File: src/hw/rtl/tga_rle_scanline_decoder_assert.svh
// Assertion macros for the scan-line decoder. Both expect clk and arst_n in scope.
`ifndef TGA_RLE_SCANLINE_DECODER_ASSERT_SVH
`define TGA_RLE_SCANLINE_DECODER_ASSERT_SVH

`ifndef NO_ASSERTIONS
`define TRD_ASSERT(lbl, prop) \
	lbl: assert property (@(posedge clk) disable iff (!arst_n) (prop)) \
		else $error("decoder assertion failed");
`define TRD_ASSERT_NEXT(lbl, ante, cons) \
	lbl: assert property (@(posedge clk) disable iff (!arst_n) (ante) |=> (cons)) \
		else $error("decoder assertion failed");
`else
`define TRD_ASSERT(lbl, prop)
`define TRD_ASSERT_NEXT(lbl, ante, cons)
`endif

`endif

File: src/hw/rtl/trd_pkg.sv
package trd_pkg;

	localparam logic REG_PIXEL_SIZE  = 1'b0;
	localparam logic REG_LINE_LENGTH = 1'b1;

	localparam logic [2:0]  PIXEL_SIZE_RESET  = 3'd3;
	localparam logic [15:0] LINE_LENGTH_RESET = 16'd640;

	localparam int QUEUE_DEPTH = 4;
	localparam int QPTR_W      = 2;

	typedef struct packed {
		logic [2:0]  pixel_size;
		logic [15:0] line_length;
	} cfg_t;

	// one decoded packet event for the output side
	typedef struct packed {
		logic        err;
		logic        eol;
		logic [7:0]  count;
		logic [31:0] pix;
	} cmd_t;

endpackage

File: src/hw/rtl/trd_front.sv
module trd_front #(
	parameter int PIX_BYTES = 4
) (
	input  logic          clk,
	input  logic          arst_n,
	input  trd_pkg::cfg_t cfg,
	input  logic          data_valid,
	input  logic [7:0]    data_byte,
	output logic          data_stall,
	input  logic          q_full,
	output logic          q_push,
	output trd_pkg::cmd_t q_cmd
);

	localparam int GW = 8 * PIX_BYTES;
	localparam logic [2:0] MAXB = 3'(PIX_BYTES);

	localparam logic [1:0] PH_HEADER = 2'd0;
	localparam logic [1:0] PH_REPEAT = 2'd1;
	localparam logic [1:0] PH_RAW    = 2'd2;

	logic [1:0]    phase_q;
	logic [7:0]    packet_left_q;
	logic [1:0]    byte_idx_q;
	logic [GW-1:0] gather_q;
	logic [15:0]   line_done_q;

	logic          accept;
	logic          in_pixel;
	logic [2:0]    psize;
	logic          byte_last;
	logic [GW-1:0] gather_new;
	logic [7:0]    hdr_count;
	logic          overrun;
	logic [15:0]   line_add;
	logic [15:0]   line_sum;
	logic          line_hit;
	logic [7:0]    left_dec;

	assign data_stall = q_full;
	assign accept     = data_valid && !q_full;
	assign in_pixel   = (phase_q == PH_REPEAT) || (phase_q == PH_RAW);

	always_comb begin
		if (cfg.pixel_size == 3'd0)
			psize = 3'd1;
		else if (cfg.pixel_size > MAXB)
			psize = MAXB;
		else
			psize = cfg.pixel_size;
	end

	assign byte_last  = ({1'b0, byte_idx_q} + 3'd1) >= psize;
	assign gather_new = gather_q | (GW'(data_byte) << {byte_idx_q, 3'b000});

	assign hdr_count = {1'b0, data_byte[6:0]} + 8'd1;
	assign overrun   = ({1'b0, line_done_q} + 17'(hdr_count)) > {1'b0, cfg.line_length};

	// a repeat run lands all its pixels at once, a raw pixel just one
	assign line_add = (phase_q == PH_REPEAT) ? 16'(packet_left_q) : 16'd1;
	assign line_sum = line_done_q + line_add;
	assign line_hit = line_sum == cfg.line_length;
	assign left_dec = (packet_left_q != 8'd0) ? packet_left_q - 8'd1 : 8'd0;

	always_comb begin
		q_push      = 1'b0;
		q_cmd.err   = 1'b0;
		q_cmd.eol   = line_hit;
		q_cmd.count = (phase_q == PH_REPEAT) ? packet_left_q : 8'd1;
		q_cmd.pix   = 32'(gather_new);
		if (accept) begin
			if (!in_pixel) begin
				if (overrun) begin
					q_push      = 1'b1;
					q_cmd.err   = 1'b1;
					q_cmd.eol   = 1'b0;
					q_cmd.count = 8'd0;
					q_cmd.pix   = 32'd0;
				end
			end else if (byte_last) begin
				q_push = 1'b1;
			end
		end
	end

	always_ff @(posedge clk or negedge arst_n) begin
		if (!arst_n) begin
			phase_q       <= PH_HEADER;
			packet_left_q <= 8'd0;
			byte_idx_q    <= 2'd0;
			gather_q      <= '0;
			line_done_q   <= 16'd0;
		end else if (accept) begin
			if (!in_pixel) begin
				if (overrun) begin
					line_done_q <= 16'd0;
					phase_q     <= PH_HEADER;
				end else begin
					packet_left_q <= hdr_count;
					byte_idx_q    <= 2'd0;
					gather_q      <= '0;
					phase_q       <= data_byte[7] ? PH_REPEAT : PH_RAW;
				end
			end else if (!byte_last) begin
				gather_q   <= gather_new;
				byte_idx_q <= byte_idx_q + 2'd1;
			end else begin
				gather_q    <= '0;
				byte_idx_q  <= 2'd0;
				line_done_q <= line_hit ? 16'd0 : line_sum;
				if (phase_q == PH_REPEAT) begin
					packet_left_q <= 8'd0;
					phase_q       <= PH_HEADER;
				end else begin
					packet_left_q <= left_dec;
					if (left_dec == 8'd0)
						phase_q <= PH_HEADER;
				end
			end
		end
	end

endmodule

File: src/hw/rtl/trd_queue.sv
module trd_queue (
	input  logic          clk,
	input  logic          arst_n,
	input  logic          push,
	input  trd_pkg::cmd_t push_cmd,
	input  logic          pop,
	output logic          full,
	output logic          empty,
	output trd_pkg::cmd_t head
);

	trd_pkg::cmd_t                 entries_q [trd_pkg::QUEUE_DEPTH];
	logic [trd_pkg::QPTR_W-1:0]   wr_ptr_q;
	logic [trd_pkg::QPTR_W-1:0]   rd_ptr_q;
	logic [trd_pkg::QPTR_W:0]     fill_q;

	assign full  = fill_q == (trd_pkg::QPTR_W + 1)'(trd_pkg::QUEUE_DEPTH);
	assign empty = fill_q == '0;
	assign head  = entries_q[rd_ptr_q];

	always_ff @(posedge clk) begin
		if (push)
			entries_q[wr_ptr_q] <= push_cmd;
	end

	always_ff @(posedge clk or negedge arst_n) begin
		if (!arst_n) begin
			wr_ptr_q <= '0;
			rd_ptr_q <= '0;
			fill_q   <= '0;
		end else begin
			if (push)
				wr_ptr_q <= wr_ptr_q + 1'b1;
			if (pop)
				rd_ptr_q <= rd_ptr_q + 1'b1;
			if (push && !pop)
				fill_q <= fill_q + 1'b1;
			else if (pop && !push)
				fill_q <= fill_q - 1'b1;
		end
	end

endmodule

File: src/hw/rtl/trd_back.sv
module trd_back #(
	parameter int LANES = 4
) (
	input  logic          clk,
	input  logic          arst_n,
	input  logic          q_empty,
	input  trd_pkg::cmd_t head,
	output logic          q_pop,
	output logic          result_valid,
	input  logic          result_stall,
	output logic [31:0]   pixel_a,
	output logic [31:0]   pixel_b,
	output logic [31:0]   pixel_c,
	output logic [31:0]   pixel_d,
	output logic [2:0]    pixel_count,
	output logic          end_of_line,
	output logic          overflow_error,
	output logic          last_result
);

	localparam logic [7:0] LANES_W = 8'(LANES);

	logic        active_q;
	logic [7:0]  left_q;
	logic        out_valid_q;
	logic [31:0] pix_q [4];
	logic [2:0]  count_q;
	logic        eol_q;
	logic        err_q;
	logic        last_q;

	logic        load;
	logic [7:0]  cur_left;
	logic [7:0]  take;
	logic [7:0]  rem;
	logic        final_res;

	assign load     = !q_empty && (!out_valid_q || !result_stall);
	assign cur_left = active_q ? left_q : head.count;

	always_comb begin
		if (head.err)
			take = 8'd0;
		else if (cur_left < LANES_W)
			take = cur_left;
		else
			take = LANES_W;
	end

	assign rem       = cur_left - take;
	assign final_res = head.err || (rem == 8'd0);
	assign q_pop     = load && final_res;

	always_ff @(posedge clk or negedge arst_n) begin
		if (!arst_n) begin
			active_q    <= 1'b0;
			left_q      <= 8'd0;
			out_valid_q <= 1'b0;
		end else begin
			if (load) begin
				out_valid_q <= 1'b1;
				active_q    <= !final_res;
				left_q      <= rem;
			end else if (!result_stall) begin
				out_valid_q <= 1'b0;
			end
		end
	end

	always_ff @(posedge clk) begin
		if (load) begin
			for (int i = 0; i < 4; i++)
				pix_q[i] <= (8'(i) < take) ? head.pix : 32'd0;
			count_q <= take[2:0];
			eol_q   <= final_res && head.eol;
			err_q   <= head.err;
			last_q  <= final_res;
		end
	end

	assign result_valid   = out_valid_q;
	assign pixel_a        = pix_q[0];
	assign pixel_b        = pix_q[1];
	assign pixel_c        = pix_q[2];
	assign pixel_d        = pix_q[3];
	assign pixel_count    = count_q;
	assign end_of_line    = eol_q;
	assign overflow_error = err_q;
	assign last_result    = last_q;

endmodule

File: src/hw/rtl/tga_rle_scanline_decoder.sv
// Targa run-length scan-line decoder. Takes one compressed byte per cycle, and a raw pixel
// leaves as a result with one pixel. A repeat run is handed to the output side as a single
// request and leaves as ceil(count / lanes) results, one per cycle while result_stall is low,
// so a 128-pixel run with four lanes gives 32 results; the byte input stalls only once the
// four-entry request queue between the byte side and the output side is full. An overrunning
// header gives one error result and starts a new line. Pixel size and line length are to be
// written through the register port only while the decoder is idle; the user is bound to
// this, and the decoder itself does not enforce it.
`include "tga_rle_scanline_decoder_assert.svh"

module tga_rle_scanline_decoder #(
	parameter int OUT_LANES       = 4,
	parameter int MAX_PIXEL_BYTES = 4
) (
	input  logic        clk,
	input  logic        arst_n,
	input  logic        write_enable,
	input  logic        reg_index,
	input  logic [15:0] write_data,
	input  logic        data_valid,
	output logic        data_stall,
	input  logic [7:0]  data_byte,
	output logic        result_valid,
	input  logic        result_stall,
	output logic [31:0] pixel_a,
	output logic [31:0] pixel_b,
	output logic [31:0] pixel_c,
	output logic [31:0] pixel_d,
	output logic [2:0]  pixel_count,
	output logic        end_of_line,
	output logic        overflow_error,
	output logic        last_result
);

	localparam int LANES = (OUT_LANES > 4) ? 4 : ((OUT_LANES < 1) ? 1 : OUT_LANES);

	trd_pkg::cfg_t cfg_q;
	trd_pkg::cmd_t push_cmd;
	trd_pkg::cmd_t head;
	logic          q_push;
	logic          q_pop;
	logic          q_full;
	logic          q_empty;

	always_ff @(posedge clk or negedge arst_n) begin
		if (!arst_n) begin
			cfg_q.pixel_size  <= trd_pkg::PIXEL_SIZE_RESET;
			cfg_q.line_length <= trd_pkg::LINE_LENGTH_RESET;
		end else if (write_enable) begin
			case (reg_index)
				trd_pkg::REG_PIXEL_SIZE:  cfg_q.pixel_size  <= write_data[2:0];
				trd_pkg::REG_LINE_LENGTH: cfg_q.line_length <= write_data;
				default: ;
			endcase
		end
	end

	trd_front #(
		.PIX_BYTES(MAX_PIXEL_BYTES)
	) u_front (
		.clk        (clk),
		.arst_n     (arst_n),
		.cfg        (cfg_q),
		.data_valid (data_valid),
		.data_byte  (data_byte),
		.data_stall (data_stall),
		.q_full     (q_full),
		.q_push     (q_push),
		.q_cmd      (push_cmd)
	);

	trd_queue u_queue (
		.clk      (clk),
		.arst_n   (arst_n),
		.push     (q_push),
		.push_cmd (push_cmd),
		.pop      (q_pop),
		.full     (q_full),
		.empty    (q_empty),
		.head     (head)
	);

	trd_back #(
		.LANES(LANES)
	) u_back (
		.clk            (clk),
		.arst_n         (arst_n),
		.q_empty        (q_empty),
		.head           (head),
		.q_pop          (q_pop),
		.result_valid   (result_valid),
		.result_stall   (result_stall),
		.pixel_a        (pixel_a),
		.pixel_b        (pixel_b),
		.pixel_c        (pixel_c),
		.pixel_d        (pixel_d),
		.pixel_count    (pixel_count),
		.end_of_line    (end_of_line),
		.overflow_error (overflow_error),
		.last_result    (last_result)
	);

	`TRD_ASSERT(a_no_push_when_full, !(q_push && q_full))
	`TRD_ASSERT(a_pop_needs_entry, !(q_pop && q_empty))
	`TRD_ASSERT(a_error_shape, !(result_valid && overflow_error) || (pixel_count == 3'd0 && last_result && !end_of_line))
	`TRD_ASSERT(a_lane_limit, !result_valid || (32'(pixel_count) <= LANES))
	`TRD_ASSERT_NEXT(a_run_continues, result_valid && !result_stall && !last_result, result_valid)

endmodule
File: config.mk
export PLATFORM = sky130hd
export DESIGN_NAME = tga_rle_scanline_decoder
export DESIGN_NICKNAME = d
export VERILOG_FILES = /design/src/hw/rtl/trd_pkg.sv /design/src/hw/rtl/trd_front.sv /design/src/hw/rtl/trd_queue.sv /design/src/hw/rtl/trd_back.sv /design/src/hw/rtl/tga_rle_scanline_decoder.sv
export VERILOG_INCLUDE_DIRS = /design/src /design/src/hw/rtl
export SDC_FILE = /design/constraint.sdc
export NUM_CORES = 1
export LEC_CHECK = 0
export BUFFER_PORTS_ARGS = -buffer_cell sky130_fd_sc_hd__clkbuf_2
export CAP_MARGIN = 20
export CORE_UTILIZATION = 45
export CTS_BUF_LIST = sky130_fd_sc_hd__clkbuf_8
export DETAILED_ROUTE_END_ITERATION = 10
export SLEW_MARGIN = 20
export SYNTH_ARGS = -nofsm -noshare
export SYNTH_HDL_FRONTEND = slang
export SYNTH_HIERARCHICAL = 1
export SYNTH_SLANG_ARGS = --single-unit
File: constraint.sdc
create_clock -name clk -period 5.6 [get_ports clk]
set_input_delay 0.28 -clock clk [delete_from_list [all_inputs] [get_ports clk]]
set_output_delay 0.28 -clock clk [all_outputs]
set_load 0.03 [all_outputs]
==> impl_metrics.env, run 1 <==
export IMPL_result_of_the_run="finished, final reports clean"
export IMPL_post_route_worst_setup_slack_ns=0.495
export IMPL_postRouteWirelength_um=38700
export IMPL_cts_tree="yes"
export IMPL_initial_core_utilization=0.456
export IMPL_post_route_drc_count=0
export IMPL_detailroute_via_count=10922
export IMPL_period_needed_ns=5.11
export IMPL_clock_fmax_ghz=0.196
export IMPL_synth_simple_area_share=0.118
export IMPL_crit_start="u_queue/rd_ptr_q[0]$_DFFE_PN0P_"
export IMPL_synth_area_leaders="sky130_fd_sc_hd__edfxtp_1 50%, sky130_fd_sc_hd__dfrtp_1 13%, sky130_fd_sc_hd__mux4_2 4.7%, sky130_fd_sc_hd__and2_1 3.7%, sky130_fd_sc_hd__ha_1 3.7%"
export IMPL_share_of_total_power_consumed_by_net_switching=0.393
export IMPL_first_pass_iters=5
export IMPL_synth_ff_type="sky130_fd_sc_hd__edfxtp_1"
export IMPL_cell_count_after_synthesis=1286
export IMPL_synth_compound_area_frac=0.0787
export IMPL_cts_root_buf="sky130_fd_sc_hd__clkbuf_8"
export IMPL_cts_htree_levels=3
export IMPL_core_area_mm2=0.0396
export IMPL_yosys_area_share_adder=0.0419
export IMPL_place_worst_setup_slack_ns=0.428
export IMPL_power_density_mw_per_mm2=610
export IMPL_drt_iter0_drc=621
export IMPL_yosysWarningCount=6
export IMPL_gp_congestion=0.831
export IMPL_drv_cap=0
export IMPL_post_route_period_util=0.912
export IMPL_main_combinational_cell_family_by_area_after_synthesis="simple AND/OR/NAND/NOR gates"
export IMPL_postSynthRegisterBits=398
export IMPL_timing_critical_path_slowest_cell_delay_ns=0.77
export IMPL_combPwrFrac=0.419
export IMPL_timing_critical_path_fanout_max=15
export IMPL_timing_final_max_slew_violations=0
export IMPL_intPower_mw=7.74
export IMPL_p_leak_nw=8.57
export IMPL_area_growth_pct=15.8
export IMPL_mappedNetlistArea_mm2=0.0181
export IMPL_drt_wirelength_per_cell_um=18.6
export IMPL_insertedDiodeCount=0
export IMPL_fraction_of_power_consumed_by_the_clock_network=0.197
export IMPL_crit_type="reg2reg"
export IMPL_synth_avg_cell_area_um2=14.0
export IMPL_ant_nets=0
export IMPL_parity_gate_share_of_the_synthesized_area_counting_xor_and_xnor_cells=0.0255
export IMPL_tritoncts_num_sinks=398
export IMPL_critical_path_reg2reg_startpoint="u_queue/rd_ptr_q[0]$_DFFE_PN0P_"
export IMPL_nets=1593
export IMPL_hpwl_um=25200
export IMPL_synth_top_cells_by_count="302 x sky130_fd_sc_hd__edfxtp_1, 108 x sky130_fd_sc_hd__and2_1, 95 x sky130_fd_sc_hd__nor2_1"
export IMPL_tightest_slew_ns=0.978
export IMPL_critical_path_cell_by_cell="buf_4 > mux4_1 > or2b_1 > nor2_1 > ha_1 > fa_1 > nand2b_1 > a21oi_1 > nor4_1 > a311oi_1 > a41oi_1 > nor2_1 > inv_1 > ha_1 > inv_1 > fa_1 > xor2_1 > nor2_1 > xor2_1"
export IMPL_layout_cells_non_filler=2086
export IMPL_path_common_cell="sky130_fd_sc_hd__nor2_1"
export IMPL_ios=166
export IMPL_final_setup_tns_ns=0
export IMPL_std_cell_rows=73
export IMPL_fin_util=0.528
export IMPL_cp_arrival_ns=5.63
export IMPL_muxShareOfSynthArea=0.0711
export IMPL_timing_critical_path_required_ns=6.12
export IMPL_holdCritPathClass="in2reg"
export IMPL_peakVddDrop_uv=255
export IMPL_globalRouteTotalUtil=0.195
export IMPL_sequentialPowerShare=0.385
export IMPL_cts_reportedPaths_clkPinSlew_ns=0.06
export IMPL_die_h_um=202
export IMPL_worst_setup_path_end_kind="flip-flop"
export IMPL_power_switching_mw=5.02
export IMPL_grt_pass1_vias=11033
export IMPL_critical_path_startpoint_type="flip-flop"
export IMPL_setup_violations=0
export IMPL_grt_antenna_before_repair=0
export IMPL_regToRegEndpoint="u_queue/fill_q[2]$_DFFE_PN0P_"
export IMPL_critical_path_slowest_cell="sky130_fd_sc_hd__mux4_1"
export IMPL_critical_path_endpoint="u_queue/fill_q[2]$_DFFE_PN0P_"
export IMPL_cts_buffers_inserted=69
export IMPL_timing_reg2reg_worst_path_depth=19
export IMPL_seq_area_frac_synth=0.636
export IMPL_clk_path_buf_depth=3
export IMPL_synth_top_cell_area_share=0.502
export IMPL_final_fill_count=3426
export IMPL_post_drt_via_cell_ratio=5.24
export IMPL_insertion_delay_ns=0.62
export IMPL_fp_dieArea_mm2=0.0409
export IMPL_final_layout_size_suffix_gt1_frac=0.262
export IMPL_grt_max_degree=135
export IMPL_post_synth_top_count_cell="sky130_fd_sc_hd__edfxtp_1"
export IMPL_netlist_cell_type_count=82
export IMPL_asyncSetResetFlopFracSynth=0.241
export IMPL_postCtsResizedCells=0
export IMPL_die_w_um=202
export IMPL_post_synth_edffs=302
export IMPL_global_route_wire_length_before_repair_um=61700
export IMPL_io_buffers=165
export IMPL_global_route_overflow_total=0
export IMPL_worst_r2r_setup_slack_ns=0.49
export IMPL_skew_ns=0.0176
export IMPL_unrepaired_setup_endpoints_after_global_routing="no"
export IMPL_post_place_cells=1941
export IMPL_postCtsSetupBuffers=0
export IMPL_timing_max_slew_rel_slack=0.344
export IMPL_netlist_top_cell_by_area="sky130_fd_sc_hd__edfxtp_1"
export IMPL_hold_viol=0
==> how the worst min path moves through the flow <==
stage                 startpoint               endpoint  depth (start not counted)
floorplan                 arst_n   cfg_q[0]$_DFFE_PN0P_                          0
global placement          arst_n  cfg_q[18]$_DFFE_PN0P_                          1
detailed placement        arst_n  cfg_q[18]$_DFFE_PN0P_                          1
CTS                 write_enable  cfg_q[16]$_DFFE_PN1P_                          3
global route        write_enable  cfg_q[16]$_DFFE_PN1P_                          3
finish              write_enable  cfg_q[17]$_DFFE_PN1P_                          3
==> final cells by class <==
class                      count  area [um^2]  area share
tap                          525          657      0.0314
clock buffer                  78         1070      0.0513
clock inverter                49          256      0.0123
sequential                   398        11500       0.549
inverter                      45          171     0.00820
multi-input combinational    786         6080       0.291
timing repair buffer         205         1200      0.0573
==> through the flow <==
stage               hold slack (ns)  total power [mW]  cell area, um^2
floorplan                   -0.0156              8.91            18100
global placement              0.371              10.3            19400
detailed placement            0.372              10.4            19400
CTS                          0.0453              12.9            20900
global route                 0.0964              13.6            20900
finish                       0.0906              12.8            20900
==> placed cells by master, fill, tap and decap left out, types with 19 or more instances in the layout <==
cell | netlist | layout
sky130_fd_sc_hd__a21o_1 | 19 | 19
sky130_fd_sc_hd__a21oi_1 | 93 | 92
sky130_fd_sc_hd__and2_1 | 108 | 104
sky130_fd_sc_hd__and2_4 | 30 | 30
sky130_fd_sc_hd__buf_4 | 4 | 21
sky130_fd_sc_hd__clkbuf_2 | 0 | 164
sky130_fd_sc_hd__clkbuf_8 | 0 | 78
sky130_fd_sc_hd__dfrtp_1 | 92 | 91
sky130_fd_sc_hd__edfxtp_1 | 302 | 302
sky130_fd_sc_hd__ha_1 | 54 | 54
sky130_fd_sc_hd__inv_1 | 43 | 67
sky130_fd_sc_hd__mux2_2 | 26 | 26
sky130_fd_sc_hd__mux4_2 | 38 | 38
sky130_fd_sc_hd__nand2_1 | 48 | 48
sky130_fd_sc_hd__nand3_1 | 21 | 21
sky130_fd_sc_hd__nor2_1 | 95 | 95
sky130_fd_sc_hd__o21ai_0 | 35 | 35
sky130_fd_sc_hd__xnor2_1 | 28 | 28
sky130_fd_sc_hd__xor2_1 | 22 | 22
==> per-layer routing <==
metal,GRT usage,part of all wire,vias up
met5,0,0,-
met4,0.0610,0.023,0
met3,0.0371,0.048,76
met2,0.311,0.47,277
met1,0.270,0.46,5371
li1,-,-,5198
==> cells by family after synthesis <==
family | Yosys count
simple gates | 384
mux | 71
fa+ha+maj | 58
other cells | 1
xor+xnor | 51
buf+inv | 105
compound gates | 218
flops | 398
==> worst max-delay path: cells and delay by family, from the launching register on <==
| kind | cells | cell delay, ns |
|---|---|---|
| AND/OR/NAND/NOR | 6 | 1.09 |
| AO/OA/AOI/OAI | 3 | 0.64 |
| multiplexers | 1 | 0.77 |
| flip-flops | 1 | 0.62 |
| XOR/XNOR | 2 | 0.33 |
| adder cells (fa/ha/maj) | 4 | 1.01 |
| buffers and inverters | 3 | 0.55 |
==> flip-flops by register name, summed over array words and instances, names as in the netlist, 2 cells and up <==
register	count
u_front/gather_q	32
u_queue/wr_ptr_q	2
u_back/pix_q	128
cfg_q	19
u_queue/fill_q	3
u_back/pixel_count	3
u_front/line_done_q	16
u_queue/rd_ptr_q	2
u_back/left_q	8
u_front/byte_idx_q	2
u_queue/entries_q	168
u_front/phase_q	2
u_front/packet_left_q	8
==> repair_timing <==
item,4_1_cts,5_1_grt
endpoints found under the hold margin,67,0
setup endpoints to repair,0,0
hold buffers,18,0
==> power groups by stage <==
stage | Combinational [mW] | Sequential (mW) | Clock, mW
2_1_floorplan | 3.03 | 5.88 | 0
3_3_place_gp | 5.33 | 4.95 | 0
3_5_place_dp | 5.39 | 4.97 | 0
4_1_cts | 5.42 | 4.91 | 2.59
5_1_grt | 5.84 | 5.00 | 2.72
6_report | 5.34 | 4.91 | 2.51
Power figures use the tool's default switching activity.
==> run 2, diff against run 1 <==
Settings changed: RECOVER_POWER from default to 50.
==> run 2 against run 1 <==
Compared with the run above: the run now ends with max-capacitance violations, max-slew violations left; clock power about the same; cell count unchanged; global-route usage unchanged; combinational power shrank 3%; non-clock buffer count unchanged; first-iteration DRC count grew 4.0%; register-to-register slack got worse by 0.02 ns; critical path type unchanged.
==> impl_metrics.env, run 2 (same netlist as run 1, synthesis figures left out) <==
export IMPL_result_of_the_run="finished, violations left"
export IMPL_failed_checks="max-capacitance violations, max-slew violations"
export IMPL_combPwrFrac=0.411
export IMPL_area_growth_pct=14.7
export IMPL_peakVddDrop_uv=228
export IMPL_initial_core_utilization=0.456
export IMPL_sequentialPowerShare=0.390
export IMPL_cts_reportedPaths_clkPinSlew_ns=0.06
export IMPL_std_cell_rows=73
export IMPL_layout_common_cells="302 x sky130_fd_sc_hd__edfxtp_1, 139 x sky130_fd_sc_hd__clkbuf_1, 95 x sky130_fd_sc_hd__nor2_1, 93 x sky130_fd_sc_hd__a21oi_1, 91 x sky130_fd_sc_hd__dfrtp_1"
export IMPL_fp_dieArea_mm2=0.0409
export IMPL_insertedDiodeCount=0
export IMPL_holdCritPathClass="in2reg"
export IMPL_fraction_of_power_consumed_by_the_clock_network=0.199
export IMPL_core_area_mm2=0.0396
export IMPL_timing_critical_path_fanout_max=15
export IMPL_layout_cells_non_filler=2086
export IMPL_detailroute_via_count=10893
export IMPL_first_pass_iters=7
export IMPL_grt_max_degree=135
export IMPL_final_fill_count=3500
export IMPL_post_place_cells=1941
export IMPL_timing_max_slew_rel_slack=-1.23
export IMPL_post_route_worst_setup_slack_ns=0.473
export IMPL_ios=166
export IMPL_gp_congestion=0.831
export IMPL_postLayoutCellArea_mm2=0.0207
export IMPL_period_needed_ns=5.13
export IMPL_register_name_with_the_most_flops="u_queue/entries_q"
export IMPL_cp_arrival_ns=5.65
export IMPL_share_of_total_power_consumed_by_net_switching=0.398
export IMPL_worst_setup_path_end_kind="flip-flop"
export IMPL_hold_ws_ns=0.0934
export IMPL_leading_registers_by_flop_count="u_queue/entries_q: 168 flops, u_back/pix_q: 128 flops, u_front/gather_q: 32 flops"
export IMPL_final_setup_tns_ns=0
export IMPL_insertion_delay_ns=0.62
export IMPL_fin_util=0.522
export IMPL_final_layout_size_suffix_gt1_frac=0.169
export IMPL_power_switching_mw=5.03
export IMPL_global_route_overflow_total=0
export IMPL_clk_path_buf_depth=3
export IMPL_critical_path_startpoint_type="flip-flop"
export IMPL_global_route_wire_length_before_repair_um=61700
export IMPL_post_drt_via_cell_ratio=5.22
export IMPL_crit_type="reg2reg"
export IMPL_postCtsResizedCells=0
export IMPL_cts_buffers_inserted=69
export IMPL_drv_cap=4
export IMPL_drt_iter0_drc=646
export IMPL_grt_pass1_vias=11033
export IMPL_hold_viol=0
export IMPL_postRouteWirelength_um=38900
export IMPL_setup_violations=0
export IMPL_tightest_slew_ns=3.34
export IMPL_ff_latch_area_mm2=0.0115
export IMPL_grt_antenna_before_repair=0
export IMPL_die_h_um=202
export IMPL_post_route_period_util=0.916
export IMPL_cts_tree="yes"
export IMPL_finalPower_mw=12.6
export IMPL_ant_nets=0
export IMPL_nets=1593
export IMPL_drt_wirelength_per_cell_um=18.7
export IMPL_unrepaired_setup_endpoints_after_global_routing="no"
export IMPL_power_density_mw_per_mm2=610
export IMPL_tritoncts_num_sinks=398
export IMPL_io_buffers=165
export IMPL_intPower_mw=7.61
export IMPL_skew_ns=0.0200
export IMPL_hpwl_um=25200
export IMPL_multi_input_combinational_cell_area_mm2=0.00607
export IMPL_die_w_um=202
export IMPL_place_area_mm2=0.0194
export IMPL_post_route_drc_count=0
export IMPL_cts_htree_levels=3
export IMPL_clock_fmax_ghz=0.195
export IMPL_flip_flop_count_of_the_largest_register_all_copies_and_words_added=168
export IMPL_globalRouteTotalUtil=0.195
export IMPL_timing_final_max_slew_violations=253
export IMPL_timing_critical_path_required_ns=6.12
export IMPL_cts_root_buf="sky130_fd_sc_hd__clkbuf_8"
export IMPL_mostFrequentLayoutCell="sky130_fd_sc_hd__edfxtp_1"
export IMPL_place_worst_setup_slack_ns=0.428
export IMPL_p_leak_nw=8.10
-- run 2: cell types whose count changed in the layout (fill, tap and decap cells not counted), sizes merged --
| cell | delta |
|---|---|
| clkbuf | +5 |
| clkinvlp | +1 |
| buf | -5 |
| inv | -1 |
-- run 2: critical path: stages, from the launching register on --
cell,delay (ns)
sky130_fd_sc_hd__dfrtp_2,0.62
sky130_fd_sc_hd__buf_4,0.38
sky130_fd_sc_hd__mux4_1,0.76
sky130_fd_sc_hd__or2_0,0.38
sky130_fd_sc_hd__ha_1,0.40
sky130_fd_sc_hd__o21ai_0,0.10
sky130_fd_sc_hd__a21oi_1,0.29
sky130_fd_sc_hd__o22ai_1,0.13
sky130_fd_sc_hd__xor2_1,0.19
sky130_fd_sc_hd__a41oi_1,0.43
sky130_fd_sc_hd__nor2_1,0.15
sky130_fd_sc_hd__inv_1,0.10
sky130_fd_sc_hd__ha_1,0.17
sky130_fd_sc_hd__inv_1,0.07
sky130_fd_sc_hd__fa_1,0.42
sky130_fd_sc_hd__xor2_1,0.17
sky130_fd_sc_hd__nor2_1,0.11
sky130_fd_sc_hd__xor2_1,0.16
-- run 2: per-layer routing --
layer | part of all wire | vias up | track usage
met2 | 0.47 | 286 | 0.311
li1 | - | 5190 | -
met3 | 0.047 | 75 | 0.0371
met5 | 0 | - | 0
met1 | 0.46 | 5342 | 0.270
met4 | 0.022 | 0 | 0.0610
-- run 2: final cells by class --
class,instances,area share
clock inverter,49,0.0124
clock buffer,78,0.0518
timing repair buffer,205,0.0483
sequential,398,0.554
inverter,45,0.00822
multi-input combinational,786,0.293
tap,525,0.0317
-- run 2: power by group through the flow --
| stage | Sequential [mW] | Clock, mW | Combinational (mW) |
|---|---|---|---|
| after detailed placement | 4.97 | 0 | 5.39 |
| after CTS | 4.91 | 2.59 | 5.42 |
| after global routing | 5.04 | 2.72 | 5.68 |
| final | 4.93 | 2.51 | 5.19 |
| after floorplan | 5.88 | 0 | 3.03 |
| after global placement | 4.95 | 0 | 5.33 |
-- run 2: timing repair --
action / CTS / global route
hold buffers: 18 / 0
endpoints found under the hold margin: 67 / 0
setup buffers: 0 / 0
-- run 2: final timing paths --
kind / from / end / slack, ns / cells after the start
max in group asynchronous: arst_n / u_queue/rd_ptr_q[0]$_DFFE_PN0P_ / 1.94 / 3
min in group asynchronous: arst_n / cfg_q[18]$_DFFE_PN0P_ / 1.15 / 2
hold / removal: write_enable / cfg_q[16]$_DFFE_PN1P_ / 0.09 / 3
setup reg to reg: u_queue/rd_ptr_q[0]$_DFFE_PN0P_ / u_queue/fill_q[2]$_DFFE_PN0P_ / 0.47 / 17
hold reg to reg: u_back/left_q[7]$_DFFE_PN0P_ / u_back/left_q[7]$_DFFE_PN0P_ / 0.49 / 2
setup / recovery: u_queue/rd_ptr_q[0]$_DFFE_PN0P_ / u_queue/fill_q[2]$_DFFE_PN0P_ / 0.47 / 17
